File: config.mk
export PLATFORM = sky130hd
export DESIGN_NAME = bcd_time_digit_editor_unit_flat
export DESIGN_NICKNAME = d
export VERILOG_FILES = /design/src/sv/btde_pkg.sv /design/src/sv/btde_if.sv /design/src/sv/btde_in_stage.sv /design/src/sv/btde_digit_edit.sv /design/src/sv/bcd_time_digit_editor_unit.sv /design/src/flat_wrapper.sv
export VERILOG_INCLUDE_DIRS = /design/src /design/src/sv
export SDC_FILE = /design/constraint.sdc
export NUM_CORES = 1
export LEC_CHECK = 0
export BUFFER_PORTS_ARGS = -buffer_cell sky130_fd_sc_hd__buf_2
export CORE_MARGIN = 2
export CORE_UTILIZATION = 45
export CTS_BUF_LIST = sky130_fd_sc_hd__clkbuf_8
export DETAILED_ROUTE_END_ITERATION = 7
export PLACE_DENSITY = 0.68
export SYNTH_ARGS = -nofsm -noshare
export SYNTH_HDL_FRONTEND = slang
export SYNTH_HIERARCHICAL = 1
export SYNTH_SLANG_ARGS = --single-unit
File: constraint.sdc
create_clock -name clk -period 3.4 [get_ports clk]
set_clock_uncertainty 0.05 [all_clocks]
set_input_delay 0.68 -clock clk [delete_from_list [all_inputs] [get_ports clk]]
set_output_delay 0.68 -clock clk [all_outputs]
set_load 0.1 [all_outputs]
File: src/sv/bcd_time_digit_editor_unit_assert.svh
// Assertion macros used by the BCD time digit editor top level.
`ifndef BCD_TIME_DIGIT_EDITOR_UNIT_ASSERT_SVH
`define BCD_TIME_DIGIT_EDITOR_UNIT_ASSERT_SVH

// Same-cycle implication, sampled on clk and disabled during reset.
`define BTDE_ASSERT_NOW(label, ante, cons, msg) \
	label: assert property (@(posedge clk) disable iff (!arst_n) (ante) |-> (cons)) \
		else $error(msg);

// Next-cycle implication, sampled on clk and disabled during reset.
`define BTDE_ASSERT_NEXT(label, ante, cons, msg) \
	label: assert property (@(posedge clk) disable iff (!arst_n) (ante) |=> (cons)) \
		else $error(msg);

`endif

File: src/sv/btde_pkg.sv
// Types and constants of the BCD time digit editor.
`timescale 1ns / 1ps
package btde_pkg;
	localparam int NUM_DIGITS = 12;

	typedef logic [3:0] digit_t;
	typedef logic [3:0] sel_t;
	typedef logic [NUM_DIGITS-1:0][3:0] digits_t;

	typedef enum logic [1:0] {
		OP_INC  = 2'd0,
		OP_DEC  = 2'd1,
		OP_LOAD = 2'd2,
		OP_NOP  = 2'd3
	} op_t;

	typedef struct packed {
		op_t    op;
		sel_t   sel;
		digit_t val;
	} edit_req_t;

	localparam sel_t SEL_YEAR_TENS   = 4'd0;
	localparam sel_t SEL_YEAR_ONES   = 4'd1;
	localparam sel_t SEL_MONTH_TENS  = 4'd2;
	localparam sel_t SEL_MONTH_ONES  = 4'd3;
	localparam sel_t SEL_DAY_TENS    = 4'd4;
	localparam sel_t SEL_DAY_ONES    = 4'd5;
	localparam sel_t SEL_HOUR_TENS   = 4'd6;
	localparam sel_t SEL_HOUR_ONES   = 4'd7;
	localparam sel_t SEL_MINUTE_TENS = 4'd8;
	localparam sel_t SEL_MINUTE_ONES = 4'd9;
	localparam sel_t SEL_SECOND_TENS = 4'd10;
	localparam sel_t SEL_SECOND_ONES = 4'd11;
	localparam sel_t SEL_LAST        = SEL_SECOND_ONES;

	localparam digit_t LIM_ONE   = 4'd1;
	localparam digit_t LIM_TWO   = 4'd2;
	localparam digit_t LIM_THREE = 4'd3;
	localparam digit_t LIM_FOUR  = 4'd4;
	localparam digit_t LIM_FIVE  = 4'd5;
	localparam digit_t LIM_NINE  = 4'd9;
endpackage

File: src/sv/btde_if.sv
// Handshake interfaces for the edit command and digit result channels.
`timescale 1ns / 1ps
interface btde_cmd_if;
	logic       valid;
	logic       ready;
	logic [1:0] operation;
	logic [3:0] digit_select;
	logic [3:0] digit_value;

	modport source (output valid, operation, digit_select, digit_value, input ready);
	modport sink (input valid, operation, digit_select, digit_value, output ready);
endinterface

interface btde_res_if;
	logic       valid;
	logic       ready;
	logic [3:0] year_tens;
	logic [3:0] year_ones;
	logic [3:0] month_tens;
	logic [3:0] month_ones;
	logic [3:0] day_tens;
	logic [3:0] day_ones;
	logic [3:0] hour_tens;
	logic [3:0] hour_ones;
	logic [3:0] minute_tens;
	logic [3:0] minute_ones;
	logic [3:0] second_tens;
	logic [3:0] second_ones;

	modport source (output valid, year_tens, year_ones, month_tens, month_ones, day_tens,
		day_ones, hour_tens, hour_ones, minute_tens, minute_ones, second_tens,
		second_ones, input ready);
	modport sink (input valid, year_tens, year_ones, month_tens, month_ones, day_tens,
		day_ones, hour_tens, hour_ones, minute_tens, minute_ones, second_tens,
		second_ones, output ready);
endinterface

File: src/sv/btde_in_stage.sv
// Input register stage that captures one edit command per transfer.
`timescale 1ns / 1ps
module btde_in_stage (
	input  logic                 clk,
	input  logic                 arst_n,
	btde_cmd_if.sink             cmd,
	input  logic                 advance,
	output logic                 valid_s1,
	output btde_pkg::edit_req_t  req_s1
);
	logic take;

	assign cmd.ready = !valid_s1 || advance;
	assign take = cmd.valid && cmd.ready;

	always_ff @(posedge clk or negedge arst_n) begin
		if (!arst_n) begin
			valid_s1 <= 1'b0;
		end else if (take) begin
			valid_s1 <= 1'b1;
		end else if (advance) begin
			valid_s1 <= 1'b0;
		end
	end

	always_ff @(posedge clk) begin
		if (take) begin
			req_s1.op  <= btde_pkg::op_t'(cmd.operation);
			req_s1.sel <= cmd.digit_select;
			req_s1.val <= cmd.digit_value;
		end
	end
endmodule

File: src/sv/btde_digit_edit.sv
// Next-digit logic: wrap limits, month tens gate and the selected digit update.
`timescale 1ns / 1ps
module btde_digit_edit (
	input  btde_pkg::digits_t    digits,
	input  btde_pkg::edit_req_t  req,
	output btde_pkg::digits_t    digits_next
);
	logic              hit;
	logic              gated;
	logic              change;
	btde_pkg::digit_t  cur;
	btde_pkg::digit_t  lim;
	btde_pkg::digit_t  upd;

	assign hit = (req.sel <= btde_pkg::SEL_LAST);
	assign cur = hit ? digits[req.sel] : '0;
	assign gated = (req.sel == btde_pkg::SEL_MONTH_TENS) &&
		(digits[btde_pkg::SEL_MONTH_ONES] >= btde_pkg::LIM_THREE);

	always_comb begin
		unique case (req.sel)
			btde_pkg::SEL_MONTH_TENS: lim = btde_pkg::LIM_ONE;
			btde_pkg::SEL_MONTH_ONES: begin
				lim = (digits[btde_pkg::SEL_MONTH_TENS] == '0) ?
					btde_pkg::LIM_NINE : btde_pkg::LIM_TWO;
			end
			btde_pkg::SEL_DAY_TENS: begin
				lim = (digits[btde_pkg::SEL_DAY_ONES] < btde_pkg::LIM_TWO) ?
					btde_pkg::LIM_THREE : btde_pkg::LIM_TWO;
			end
			btde_pkg::SEL_DAY_ONES: begin
				lim = (digits[btde_pkg::SEL_DAY_TENS] < btde_pkg::LIM_THREE) ?
					btde_pkg::LIM_NINE : btde_pkg::LIM_ONE;
			end
			btde_pkg::SEL_HOUR_TENS: begin
				lim = (digits[btde_pkg::SEL_HOUR_ONES] < btde_pkg::LIM_FIVE) ?
					btde_pkg::LIM_TWO : btde_pkg::LIM_ONE;
			end
			btde_pkg::SEL_HOUR_ONES: begin
				lim = (digits[btde_pkg::SEL_HOUR_TENS] < btde_pkg::LIM_TWO) ?
					btde_pkg::LIM_NINE : btde_pkg::LIM_FOUR;
			end
			btde_pkg::SEL_MINUTE_TENS, btde_pkg::SEL_SECOND_TENS: lim = btde_pkg::LIM_FIVE;
			default: lim = btde_pkg::LIM_NINE;
		endcase
	end

	always_comb begin
		unique case (req.op)
			btde_pkg::OP_INC:  upd = (cur == lim) ? '0 : cur + 4'd1;
			btde_pkg::OP_DEC:  upd = (cur == '0) ? lim : cur - 4'd1;
			btde_pkg::OP_LOAD: upd = req.val;
			default:           upd = cur;
		endcase
	end

	assign change = hit && !(gated && (req.op != btde_pkg::OP_LOAD));

	always_comb begin
		digits_next = digits;
		if (change) begin
			digits_next[req.sel] = upd;
		end
	end
endmodule

File: src/sv/bcd_time_digit_editor_unit.sv
// Top level of the BCD date and time digit editor.
// Each command transfer on cmd increments, decrements or loads one of twelve BCD digits
// (year, month, day, hour, minute, second; tens then ones) or is a no-op, and yields one
// result transfer on res carrying all twelve digits after the edit. Commands are taken one
// per cycle unless res stalls: a command lands in the input register and its result is
// written into the digit register, the whole edit being done combinationally as it is
// written. While a result waits, the input register can still take one command if it is
// empty, after which cmd stalls until res takes the waiting result, so throughput stays
// one command per cycle unless res stalls. After reset all digits are zero.
`timescale 1ns / 1ps
`include "bcd_time_digit_editor_unit_assert.svh"
module bcd_time_digit_editor_unit (
	input  logic        clk,
	input  logic        arst_n,
	btde_cmd_if.sink    cmd,
	btde_res_if.source  res
);
	logic                 valid_s1;
	logic                 advance;
	logic                 res_valid_q;
	btde_pkg::edit_req_t  req_s1;
	btde_pkg::digits_t    digits_q;
	btde_pkg::digits_t    digits_next;

	assign advance = valid_s1 && (!res_valid_q || res.ready);

	btde_in_stage u_in_stage (
		.clk      (clk),
		.arst_n   (arst_n),
		.cmd      (cmd),
		.advance  (advance),
		.valid_s1 (valid_s1),
		.req_s1   (req_s1)
	);

	btde_digit_edit u_digit_edit (
		.digits      (digits_q),
		.req         (req_s1),
		.digits_next (digits_next)
	);

	// The digit register doubles as the result register: it only changes when a
	// new result is loaded, so it is stable while a result waits.
	always_ff @(posedge clk or negedge arst_n) begin
		if (!arst_n) begin
			digits_q    <= '0;
			res_valid_q <= 1'b0;
		end else begin
			if (advance) begin
				digits_q    <= digits_next;
				res_valid_q <= 1'b1;
			end else if (res.ready) begin
				res_valid_q <= 1'b0;
			end
		end
	end

	assign res.valid       = res_valid_q;
	assign res.year_tens   = digits_q[btde_pkg::SEL_YEAR_TENS];
	assign res.year_ones   = digits_q[btde_pkg::SEL_YEAR_ONES];
	assign res.month_tens  = digits_q[btde_pkg::SEL_MONTH_TENS];
	assign res.month_ones  = digits_q[btde_pkg::SEL_MONTH_ONES];
	assign res.day_tens    = digits_q[btde_pkg::SEL_DAY_TENS];
	assign res.day_ones    = digits_q[btde_pkg::SEL_DAY_ONES];
	assign res.hour_tens   = digits_q[btde_pkg::SEL_HOUR_TENS];
	assign res.hour_ones   = digits_q[btde_pkg::SEL_HOUR_ONES];
	assign res.minute_tens = digits_q[btde_pkg::SEL_MINUTE_TENS];
	assign res.minute_ones = digits_q[btde_pkg::SEL_MINUTE_ONES];
	assign res.second_tens = digits_q[btde_pkg::SEL_SECOND_TENS];
	assign res.second_ones = digits_q[btde_pkg::SEL_SECOND_ONES];

	`BTDE_ASSERT_NEXT(a_digits_hold, !advance, $stable(digits_q), "digits changed without an edit")
	`BTDE_ASSERT_NOW(a_accept_while_wait, res_valid_q && !res.ready && !valid_s1, cmd.ready, "input stalled with an empty input register")
	`BTDE_ASSERT_NEXT(a_load_second_ones, advance && req_s1.sel == btde_pkg::SEL_SECOND_ONES && req_s1.op == btde_pkg::OP_LOAD, digits_q[btde_pkg::SEL_SECOND_ONES] == $past(req_s1.val), "load did not store the value")
	`BTDE_ASSERT_NEXT(a_month_gate, advance && req_s1.sel == btde_pkg::SEL_MONTH_TENS && req_s1.op != btde_pkg::OP_LOAD && digits_q[btde_pkg::SEL_MONTH_ONES] >= btde_pkg::LIM_THREE, $stable(digits_q), "gated month tens changed")
	`BTDE_ASSERT_NEXT(a_result_follows, advance, res_valid_q, "edit without a result")
endmodule

File: src/flat_wrapper.sv
// flat-port wrapper written by rule: the top's interface ports become plain ports
module bcd_time_digit_editor_unit_flat 
  (clk, arst_n, cmd_valid, cmd_operation, cmd_digit_select, cmd_digit_value, cmd_ready, res_valid, res_year_tens, res_year_ones, res_month_tens, res_month_ones, res_day_tens, res_day_ones, res_hour_tens, res_hour_ones, res_minute_tens, res_minute_ones, res_second_tens, res_second_ones, res_ready);
  btde_cmd_if cmd_i ();
  btde_res_if res_i ();
  input  logic clk;
  input  logic arst_n;
  input wire logic [$bits(cmd_i.valid)-1:0] cmd_valid;
  input wire logic [$bits(cmd_i.operation)-1:0] cmd_operation;
  input wire logic [$bits(cmd_i.digit_select)-1:0] cmd_digit_select;
  input wire logic [$bits(cmd_i.digit_value)-1:0] cmd_digit_value;
  output wire logic [$bits(cmd_i.ready)-1:0] cmd_ready;
  output wire logic [$bits(res_i.valid)-1:0] res_valid;
  output wire logic [$bits(res_i.year_tens)-1:0] res_year_tens;
  output wire logic [$bits(res_i.year_ones)-1:0] res_year_ones;
  output wire logic [$bits(res_i.month_tens)-1:0] res_month_tens;
  output wire logic [$bits(res_i.month_ones)-1:0] res_month_ones;
  output wire logic [$bits(res_i.day_tens)-1:0] res_day_tens;
  output wire logic [$bits(res_i.day_ones)-1:0] res_day_ones;
  output wire logic [$bits(res_i.hour_tens)-1:0] res_hour_tens;
  output wire logic [$bits(res_i.hour_ones)-1:0] res_hour_ones;
  output wire logic [$bits(res_i.minute_tens)-1:0] res_minute_tens;
  output wire logic [$bits(res_i.minute_ones)-1:0] res_minute_ones;
  output wire logic [$bits(res_i.second_tens)-1:0] res_second_tens;
  output wire logic [$bits(res_i.second_ones)-1:0] res_second_ones;
  input wire logic [$bits(res_i.ready)-1:0] res_ready;
  assign cmd_i.valid = cmd_valid;
  assign cmd_i.operation = cmd_operation;
  assign cmd_i.digit_select = cmd_digit_select;
  assign cmd_i.digit_value = cmd_digit_value;
  assign cmd_ready = cmd_i.ready;
  assign res_valid = res_i.valid;
  assign res_year_tens = res_i.year_tens;
  assign res_year_ones = res_i.year_ones;
  assign res_month_tens = res_i.month_tens;
  assign res_month_ones = res_i.month_ones;
  assign res_day_tens = res_i.day_tens;
  assign res_day_ones = res_i.day_ones;
  assign res_hour_tens = res_i.hour_tens;
  assign res_hour_ones = res_i.hour_ones;
  assign res_minute_tens = res_i.minute_tens;
  assign res_minute_ones = res_i.minute_ones;
  assign res_second_tens = res_i.second_tens;
  assign res_second_ones = res_i.second_ones;
  assign res_i.ready = res_ready;
  bcd_time_digit_editor_unit u_core (.clk(clk), .arst_n(arst_n), .cmd(cmd_i), .res(res_i));
endmodule
==> results of run 1 <==
layer usage:
layer | vias up | GRT usage (%) | share of wire [%] | wire (µm)
li1 | 1819 | - | - | -
met1 | 2002 | 39.4 | 41 | 5880
met2 | 235 | 45.3 | 46 | 6620
met3 | 57 | 4.99 | 8.4 | 1220
met4 | 0 | 13.3 | 4.6 | 668
met5 | - | 0 | 0 | 0
logic make-up after synthesis:
family,after synthesis
AO/OA/AOI/OAI,110
flip-flops,60
XOR/XNOR,3
multiplexers,66
AND/OR/NAND/NOR,152
adder cells (fa/ha/maj),2
buffers and inverters,38
area by class of cell:
type                            instances  area share, %
Clock buffer                            9           2.34
Clock inverter                          7           1.56
Inverter                                8          0.568
Multi-Input combinational cell        334           48.1
Sequential cell                        60           29.9
Tap cell                              108           2.55
Timing Repair Buffer                  123           15.0
how the worst max path moves through the flow:
stage,start,endpoint
2_1_floorplan,u_core/res.hour_ones[0],u_core/res.second_ones[3]
3_3_place_gp,u_core/u_in_stage/req_s1[4],u_core/res.year_ones[3]
3_5_place_dp,u_core/u_in_stage/req_s1[4],u_core/res.year_tens[3]
4_1_cts,u_core/u_in_stage/req_s1[4],u_core/res.day_tens[2]
5_1_grt,u_core/u_in_stage/req_s1[4],u_core/res.day_tens[3]
6_report,u_core/u_in_stage/req_s1[4],u_core/res.month_tens[1]
flip-flops by register name (all words and copies together) (netlist names):
signal and cells:
u_core/res.second_ones 4, u_core/res.year_tens 4, u_core/res.day_tens 4, u_core/res.day_ones 4, u_core/res.month_tens 4, u_core/res.hour_tens 4, u_core/u_in_stage/valid_s1 1, u_core/res.minute_ones 4
u_core/res.second_tens 4, u_core/u_in_stage/req_s1 10, u_core/res.month_ones 4, u_core/res.year_ones 4, u_core/res.hour_ones 4, u_core/res.minute_tens 4, u_core/res.valid 1
metrics by stage:
stage | instances | setup TNS (ps)
floorplan | 431 | -736
global placement | 625 | -91.2
detailed placement | 625 | -935
CTS | 643 | 0
global route | 649 | -127
finish | 649 | 0
synthesized netlist by cell type (2+ instances only):
| master | n | share of area [%] |
|---|---|---|
| a2111oi_2 | 2 | 0.73 |
| a211oi_1 | 2 | 0.37 |
| a21oi_1 | 43 | 5.2 |
| a22o_1 | 2 | 0.43 |
| a31oi_1 | 10 | 1.5 |
| and2_1 | 2 | 0.30 |
| buf_2 | 10 | 1.2 |
| buf_4 | 2 | 0.37 |
| buf_6 | 4 | 1.1 |
| clkbuf_1 | 14 | 1.3 |
| dfrtp_1 | 50 | 30 |
| edfxtp_1 | 10 | 7.3 |
| ha_1 | 2 | 0.61 |
| inv_1 | 7 | 0.64 |
| mux2_2 | 43 | 12 |
| mux2_4 | 9 | 3.3 |
| mux2i_1 | 5 | 1.2 |
| mux4_2 | 9 | 4.9 |
| nand2_1 | 29 | 2.6 |
| nand2b_1 | 7 | 1.1 |
| nand2b_4 | 2 | 0.67 |
| nand3_1 | 2 | 0.24 |
| nor2_1 | 54 | 4.9 |
| nor2b_1 | 4 | 0.61 |
| nor3_1 | 39 | 4.7 |
| nor4_1 | 2 | 0.30 |
| o211ai_1 | 3 | 0.55 |
| o21ai_0 | 7 | 0.85 |
| o221ai_1 | 2 | 0.43 |
| o22ai_1 | 27 | 4.1 |
| xnor2_1 | 2 | 0.43 |
what timing repair did:
item,4_1_cts,5_1_grt
setup endpoints to repair,12,48
setup buffers,2,5
cloned,0,2
gates resized for setup,5,21
pin swaps,7,5
==> metrics.md, run 1 <==
| Metric | Value |
|---|---|
| 1st-pass router iterations | 5 |
| Placement Setup Slack | -150 ps |
| CP Data Required Time | ~3600 ps |
| Largest fanout on the critical path | 9 |
| Clk_lat worst skew | between 300 and 400 ps |
| Remaining antenna violation count | 0 |
| Drt drc | 0 |
| Final net count | 552 |
| FILL cells | 770 |
| Initial antenna violation count | 0 |
| Synth-to-Final Area Change | 28.7% |
| Vias after detailed routing | 4113 |
| Fin util | between 60% and 70% |
| Synth Area in Compound Gates | between 10% and 20% |
| Mapped Area | 4110 µm² |
| Async S/R FF share, synth | between 80% and 90% |
| Synth Area in XOR/XNOR | less than 1% |
| Post-DP HPWL | roughly 10 mm |
| Routed WL | 14.4 mm |
| Crit path time final | 3340 ps |
| Site Rows | 34 |
| Mux cell area share after synthesis | between 20% and 30% |
| Chip Width | 99.6 µm |
| Total track usage | 29.0% |
| Clock buffer depth | 2 |
| CTS tree | yes |
| Starting Density | between 40% and 50% |
| Post-synth cell types | between 50 and 60 |
| CP Data Arrival Time | 3520 ps |
| Synth warn | 6 |
| RSZ-0062 raised after global routing | true |
| Post-synthesis simple-gate area fraction | between 10% and 20% |
| Clk root buf | clkbuf_8 |
| Multi-input logic area | around 2500 µm² |
| Drt wl/cell | approximately 22 µm |
| Worst-Margin Slew | 750 ps |
| Most common cell after layout, fill and taps aside | buf_2 |
| Max_slew headroom | 49.7% |
| HP Class | input pin to async pin |
| Crit path buffers/inverters | 5 |
| Die Area | 9910 µm² |
| Status | complete, no violations |
| Synth Area per Inst | 9.54 µm² |
| Maxcap violations | 0 |
| Worst hold slack | about 120 ps |
| I/O pin cnt | 64 |
| Cell family with most CP delay | compound AO/OA/AOI/OAI gates |
| WS Path Type | register to register |
| FF-to-FF Start | u_core/u_in_stage/req_s1[4] |
| Num Clock Sinks | 60 |
| Total grt overflow | 0 |
| Period Utilization, post-route | 98.2% |
| Drt first-iter violations | 345 |
| WP depth | 13 |
| Sequential-to-total area share from yosys stat | ~38% |
| Vias/cell | between 6 and 7 |
| Largest net degree at the start of global routing | 49 |
| Sequential cell area | 1580 µm² |
| Final WS setup | 60.8 ps |
| Commonest cells after routing, fill and taps aside | buf_2 (63), nor2_1 (54), buf_4 (52) |
| Worst setup SP type | register |
| Critical Path End Type | register |
| Final Max Tran Viols | 0 |
| Main combinational cell family by area after synthesis | multiplexers |
| Critical Path Max Stage Delay | 550 ps |
| Final Hold Viols | 0 |
| Cell area after layout | about 5300 µm² |
| Synthesis-stage register bit count | 60 |
| Layout cell share with drive strength beyond 1 | 46.8% |
| Vias in the first global route | 3961 |
| Most common flop cell mapped by yosys | dfrtp_1 |
| First-pass GRT wire length | 21.9 mm |
| I/O Buffers | 63 |
| Post-synth EDFFs | 10 |
| Die height | 99.6 µm |
| Number of H-tree levels | 3 |
| R2R Path End | u_core/res.month_tens[1] |
| Adder-cell share of the synthesized area | 0.609% |
| Maximum clock rate | roughly 0.3 GHz |
| R2r setup slk | 60 ps |
| Ant diodes | 0 |
| DP Area | just under 5000 µm² |
| Most common cell on crit path | buf_6 |
| Clock-pin slew on the worst setup and hold paths | 70 ps |
| Gpl congestion | 0.966 |
| Syn Nets | around 450 |
| Synth Instances | between 400 and 500 |
| CP max stage cell | mux4_2 |
| Critical path cell sequence | buf_6, buf_4, mux4_2, a22o_1, a21oi_4, buf_6, and4_1, o22ai_2, o211ai_1, buf_4, buf_6, a21oi_1, mux2_4 |
| Setup-failing EPs final | 0 |
| Cts bufs inserted | 9 |
| Core ar. | a little under 9000 µm² |
| Hold Buf Count CTS | 0 |
| R2R depth | 13 |
Power of run 1 is not shown: default switching activity piles up to over one toggle a cycle in this logic, so the estimate is an artifact.
==> run 2, diff against run 1 <==
--- a/config.mk
+++ b/config.mk
@@ -8,2 +8,3 @@
 export LEC_CHECK = 0
+export ABC_AREA = 1
 export BUFFER_PORTS_ARGS = -buffer_cell sky130_fd_sc_hd__buf_2
@@ -13,2 +14,3 @@
 export DETAILED_ROUTE_END_ITERATION = 7
+export GPL_TIMING_DRIVEN = 0
 export PLACE_DENSITY = 0.68
--- a/constraint.sdc
+++ b/constraint.sdc
@@ -4,2 +4,2 @@
 set_output_delay 0.68 -clock clk [all_outputs]
-set_load 0.1 [all_outputs]
+set_load 0.05 [all_outputs]
==> metrics.md, run 2 <==
| Metric | Value |
|---|---|
| Post-synth cell types | 27 (was 56) |
| Clk_lat worst skew | 360 ps (was 350 ps) |
| First-pass GRT wire length | 20.9 mm (was 21.9 mm) |
| R2r setup slk | 300 ps (was 60 ps) |
| Clk root buf | clkbuf_8 (unchanged) |
| Starting Density | 45.8% (was 46.7%) |
| FILL cells | 939 (was 770) |
| R2R depth | 21 (was 13) |
| Vias/cell | 5.18 (was 6.34) |
| Chip Width | 100 µm (was 99.6 µm) |
| Synth-to-Final Area Change | 16.0% (was 28.7%) |
| Remaining antenna violation count | 0 (unchanged) |
| Die height | 100 µm (was 99.6 µm) |
| HP Class | input pin to register (was input pin to async pin) |
| Final Non-Filler Cells | 873 (was 649) |
| Seq pwr share | 28.5% |
| Drt drc | 0 (unchanged) |
| Internal Power | approximately 0.0021 W |
| Crit path time final | 3100 ps (was 3340 ps) |
| Synth Area per Inst | 6.14 µm² (was 9.54 µm²) |
| Vias after detailed routing | 4523 (was 4113) |
| Crit path buffers/inverters | 3 (was 5) |
| Drt first-iter violations | 304 (was 345) |
| M1 GR Usage | 35.9% (was 39.4%) |
| GR peak layer | met2 (unchanged) |
| Final Hold Viols | 0 (unchanged) |
| Worst VDD drop | roughly 570 µV |
| Most common cell after layout, fill and taps aside | nand2_1 (was buf_2) |
| Period Utilization, post-route | 91.2% (was 98.2%) |
| Status | complete, no violations (unchanged) |
| Critical path cell sequence | buf_6, nand2_2, inv_1, nand2_1, nand2_1, nor2_1, nor2_1, nor2_2, ha_1, nand4_1, nor2_2, nand2_1, nand2_1, nor2_1, nor2_1, nand3_1, buf_4, nand2_1, nand2_1, nand3_1, nand2_1 (was buf_6, buf_4, mux4_2, a22o_1, a21oi_4, buf_6, and4_1, o22ai_2, o211ai_1, buf_4, buf_6, a21oi_1, mux2_4) |
| Synthesis-stage register bit count | 60 (unchanged) |
| Gpl congestion | 0.977 (was 0.966) |
| Number of H-tree levels | 3 (unchanged) |
| Post-CTS resize count | 0 (was 5) |
| Count leader, synth | nand2_1 (was nor2_1) |
| 1st-pass router iterations | 5 (unchanged) |
| CTS tree | yes (unchanged) |
| Final Max Tran Viols | 0 (unchanged) |
| Initial antenna violation count | 0 (unchanged) |
| Yosys top cell area share | 35.4% (was 30.4%) |
| Clk pwr share | 15.0% |
| Max_slew headroom | 23.3% (was 49.7%) |
| Commonest cells after routing, fill and taps aside | nand2_1 (395), buf_2 (75), nand3_1 (65) (was buf_2 (63), nor2_1 (54), buf_4 (52)) |
| Worst setup SP type | register (unchanged) |
| Largest net degree at the start of global routing | 51 (was 49) |
| Maximum clock rate | 0.323 GHz (was 0.299 GHz) |
| CP max stage cell | edfxtp_1 (was mux4_2) |
| Most common flop cell mapped by yosys | dfrtp_1 (unchanged) |
| Mapped Area | 4190 µm² (was 4110 µm²) |
| Synth Instances | 683 (was 431) |
| Top cells by area, synth | nand2_1 (35%), dfrtp_1 (30%), nand3_1 (7.8%), edfxtp_1 (7.2%), inv_1 (3.9%) (was dfrtp_1 (30%), mux2_2 (12%), edfxtp_1 (7.3%), a21oi_1 (5.2%), mux4_2 (4.9%)) |
| Largest Register | u_core/u_in_stage/req_s1 (unchanged) |
| Power Density | 989 nW/µm² |
| Async S/R FF share, synth | 83.3% (unchanged) |
| Hold_sp | cmd_digit_value[2] |
| Syn Nets | 699 (was 447) |
| Critical Path End Type | register (unchanged) |
| Hold path cells | 1 |
| CP Data Required Time | 3600 ps (was 3590 ps) |
| RSZ-0062 raised after global routing | false (was true) |
| Maxcap violations | 0 (unchanged) |
| Cell taking the most area after synthesis | nand2_1 (was dfrtp_1) |
| Die Area | 10100 µm² (was 9910 µm²) |
| Total track usage | 26.8% (was 29.0%) |
| Static Leak | 2.97 nW |
| Drt wl/cell | 14.8 µm (was 22.2 µm) |
| Dpl cells | 857 (was 625) |
| Site Rows | 35 (was 34) |
| I/O pin cnt | 64 (unchanged) |
| TNS Setup | 0 ps (unchanged) |
| Number of flip-flops in the largest register | 10 (unchanged) |
| FF-to-FF Start | u_core/u_in_stage/req_s1[4] (unchanged) |
| Setup-failing EPs final | 0 (unchanged) |
| Ant diodes | 0 (unchanged) |
| Cell family with most CP delay | simple AND/OR/NAND/NOR gates (was compound AO/OA/AOI/OAI gates) |
| Fin util | 53.1% (was 60.1%) |
| Vias in the first global route | 4144 (was 3961) |
| Post-CTS setup buffer count | 0 (was 2) |
| Most frequent cells after synthesis | nand2_1 (395), nand3_1 (65), dfrtp_1 (50), inv_1 (44), nor2_1 (40) (was nor2_1 (54), dfrtp_1 (50), a21oi_1 (43), mux2_2 (43), nor3_1 (39)) |
| CP Data Arrival Time | 3290 ps (was 3520 ps) |
| Cts bufs inserted | 9 (unchanged) |
| Num Clock Sinks | 60 (unchanged) |
| Clock-pin slew on the worst setup and hold paths | 80 ps (was 70 ps) |
| Sequential-to-total area share from yosys stat | 37.0% (was 37.7%) |
| Met2 usage | 43.1% (was 45.3%) |
| WS Path Type | register to register (unchanged) |
| Worst Hold End | u_core/u_in_stage/req_s1[2] |
| Worst hold slack | 443 ps (was 124 ps) |
| Layout cell share with drive strength beyond 1 | 16.7% (was 46.8%) |
| Critical Path Max Stage Delay | 440 ps (was 550 ps) |
| Total Power | 0.00481 W |
| Most common cell on crit path | nand2_1 (was buf_6) |
| M3 GR Usage | 4.65% (was 4.99%) |
| Largest fanout on the critical path | 10 (was 9) |
| Post-DP HPWL | 9.51 mm (was 10.1 mm) |
| R2R Path End | u_core/res.year_ones[1] (was u_core/res.month_tens[1]) |
| Clock buffer depth | 2 (unchanged) |
| Routed WL | 12.9 mm (was 14.4 mm) |
| Core ar. | 9150 µm² (was 8810 µm²) |
| Worst-Margin Slew | 1150 ps (was 750 ps) |
| Combinational cell fraction of total power | 56.5% |
| Total grt overflow | 0 (unchanged) |
| Switching share of power | a little under three fifths |
| Synth warn | 6 (unchanged) |
| Post-synth EDFFs | 10 (unchanged) |
| P_sw | 0.00267 W |
| Hold Buf Count CTS | 0 (unchanged) |
| I/O Buffers | 63 (unchanged) |
| Final net count | 773 (was 552) |
==> run 2: stage by stage <==
stage / instance area (µm²) / setup slack, ps
floorplan: 4190 / 904
global placement: 4640 / 397
detailed placement: 4640 / 367
CTS: 4860 / 352
global route: 4860 / 44.8
finish: 4860 / 301
==> run 2: worst register-to-register path: stages, from the launching register on <==
cell and delay (ps):
edfxtp_1 440, buf_6 180, nand2_2 110, inv_1 80, nand2_1 80, nand2_1 50
nor2_1 110, nor2_1 60, nor2_2 270, ha_1 250, nand4_1 150, nor2_2 180
nand2_1 80, nand2_1 70, nor2_1 40, nor2_1 130, nand3_1 160, buf_4 240
nand2_1 80, nand2_1 50, nand3_1 80, nand2_1 60
==> run 2: per-layer routing <==
metal | up-vias | wire length (µm)
li1 | 2260 | -
met1 | 2058 | 5850
met2 | 175 | 5890
met3 | 30 | 848
met4 | 0 | 347
met5 | - | 0
==> run 2: kinds of logic (layout without fill, tap and decap cells) <==
group                      after synthesis  count (layout)  share of synthesized area, %
buffers and inverters                   77             156                          8.69
and+or+nand+nor                        526             526                          51.2
DFF                                     60              60                          37.0
AOI/OAI and AO/OA                       18              18                          2.51
adders and majority gates                2               2                         0.597
==> run 2: cell type report <==
type | count | area, µm² | area share (%)
inverters | 50 | 188 | 3.86
well taps | 111 | 139 | 2.86
clock buffers | 9 | 124 | 2.55
flip-flops and latches | 60 | 1550 | 31.9
multi-input cells | 546 | 2270 | 46.8
repair buffers | 63 | 315 | 6.49
clock inverters | 7 | 91.3 | 1.88
plain buffers | 27 | 176 | 3.63
==> run 2: worst max-delay path by stage <==
stage | startpoint | to | slack (ps) | cells past startpoint
3_5_place_dp | u_core/u_in_stage/req_s1[4] | u_core/res.second_ones[1] | 370 | 22
4_1_cts | u_core/u_in_stage/req_s1[4] | u_core/res.year_ones[1] | 350 | 22
3_3_place_gp | u_core/u_in_stage/req_s1[4] | u_core/res.second_ones[1] | 400 | 22
6_report | u_core/u_in_stage/req_s1[4] | u_core/res.year_ones[1] | 300 | 21
2_1_floorplan | u_core/u_in_stage/req_s1[4] | u_core/res.minute_tens[0] | 900 | 22
5_1_grt | u_core/u_in_stage/req_s1[4] | u_core/res.year_tens[1] | 40 | 22
==> run 2: power by group through the flow <==
stage                     clock (W)  sequential (W)  combinational, W
final                      0.000722         0.00137           0.00271
after global routing       0.000762         0.00142           0.00295
after CTS                  0.000736         0.00137           0.00270
after detailed placement          0         0.00138           0.00269
after global placement            0         0.00138           0.00267
after floorplan                   0         0.00224           0.00112
(Power assumes the default switching activity.)
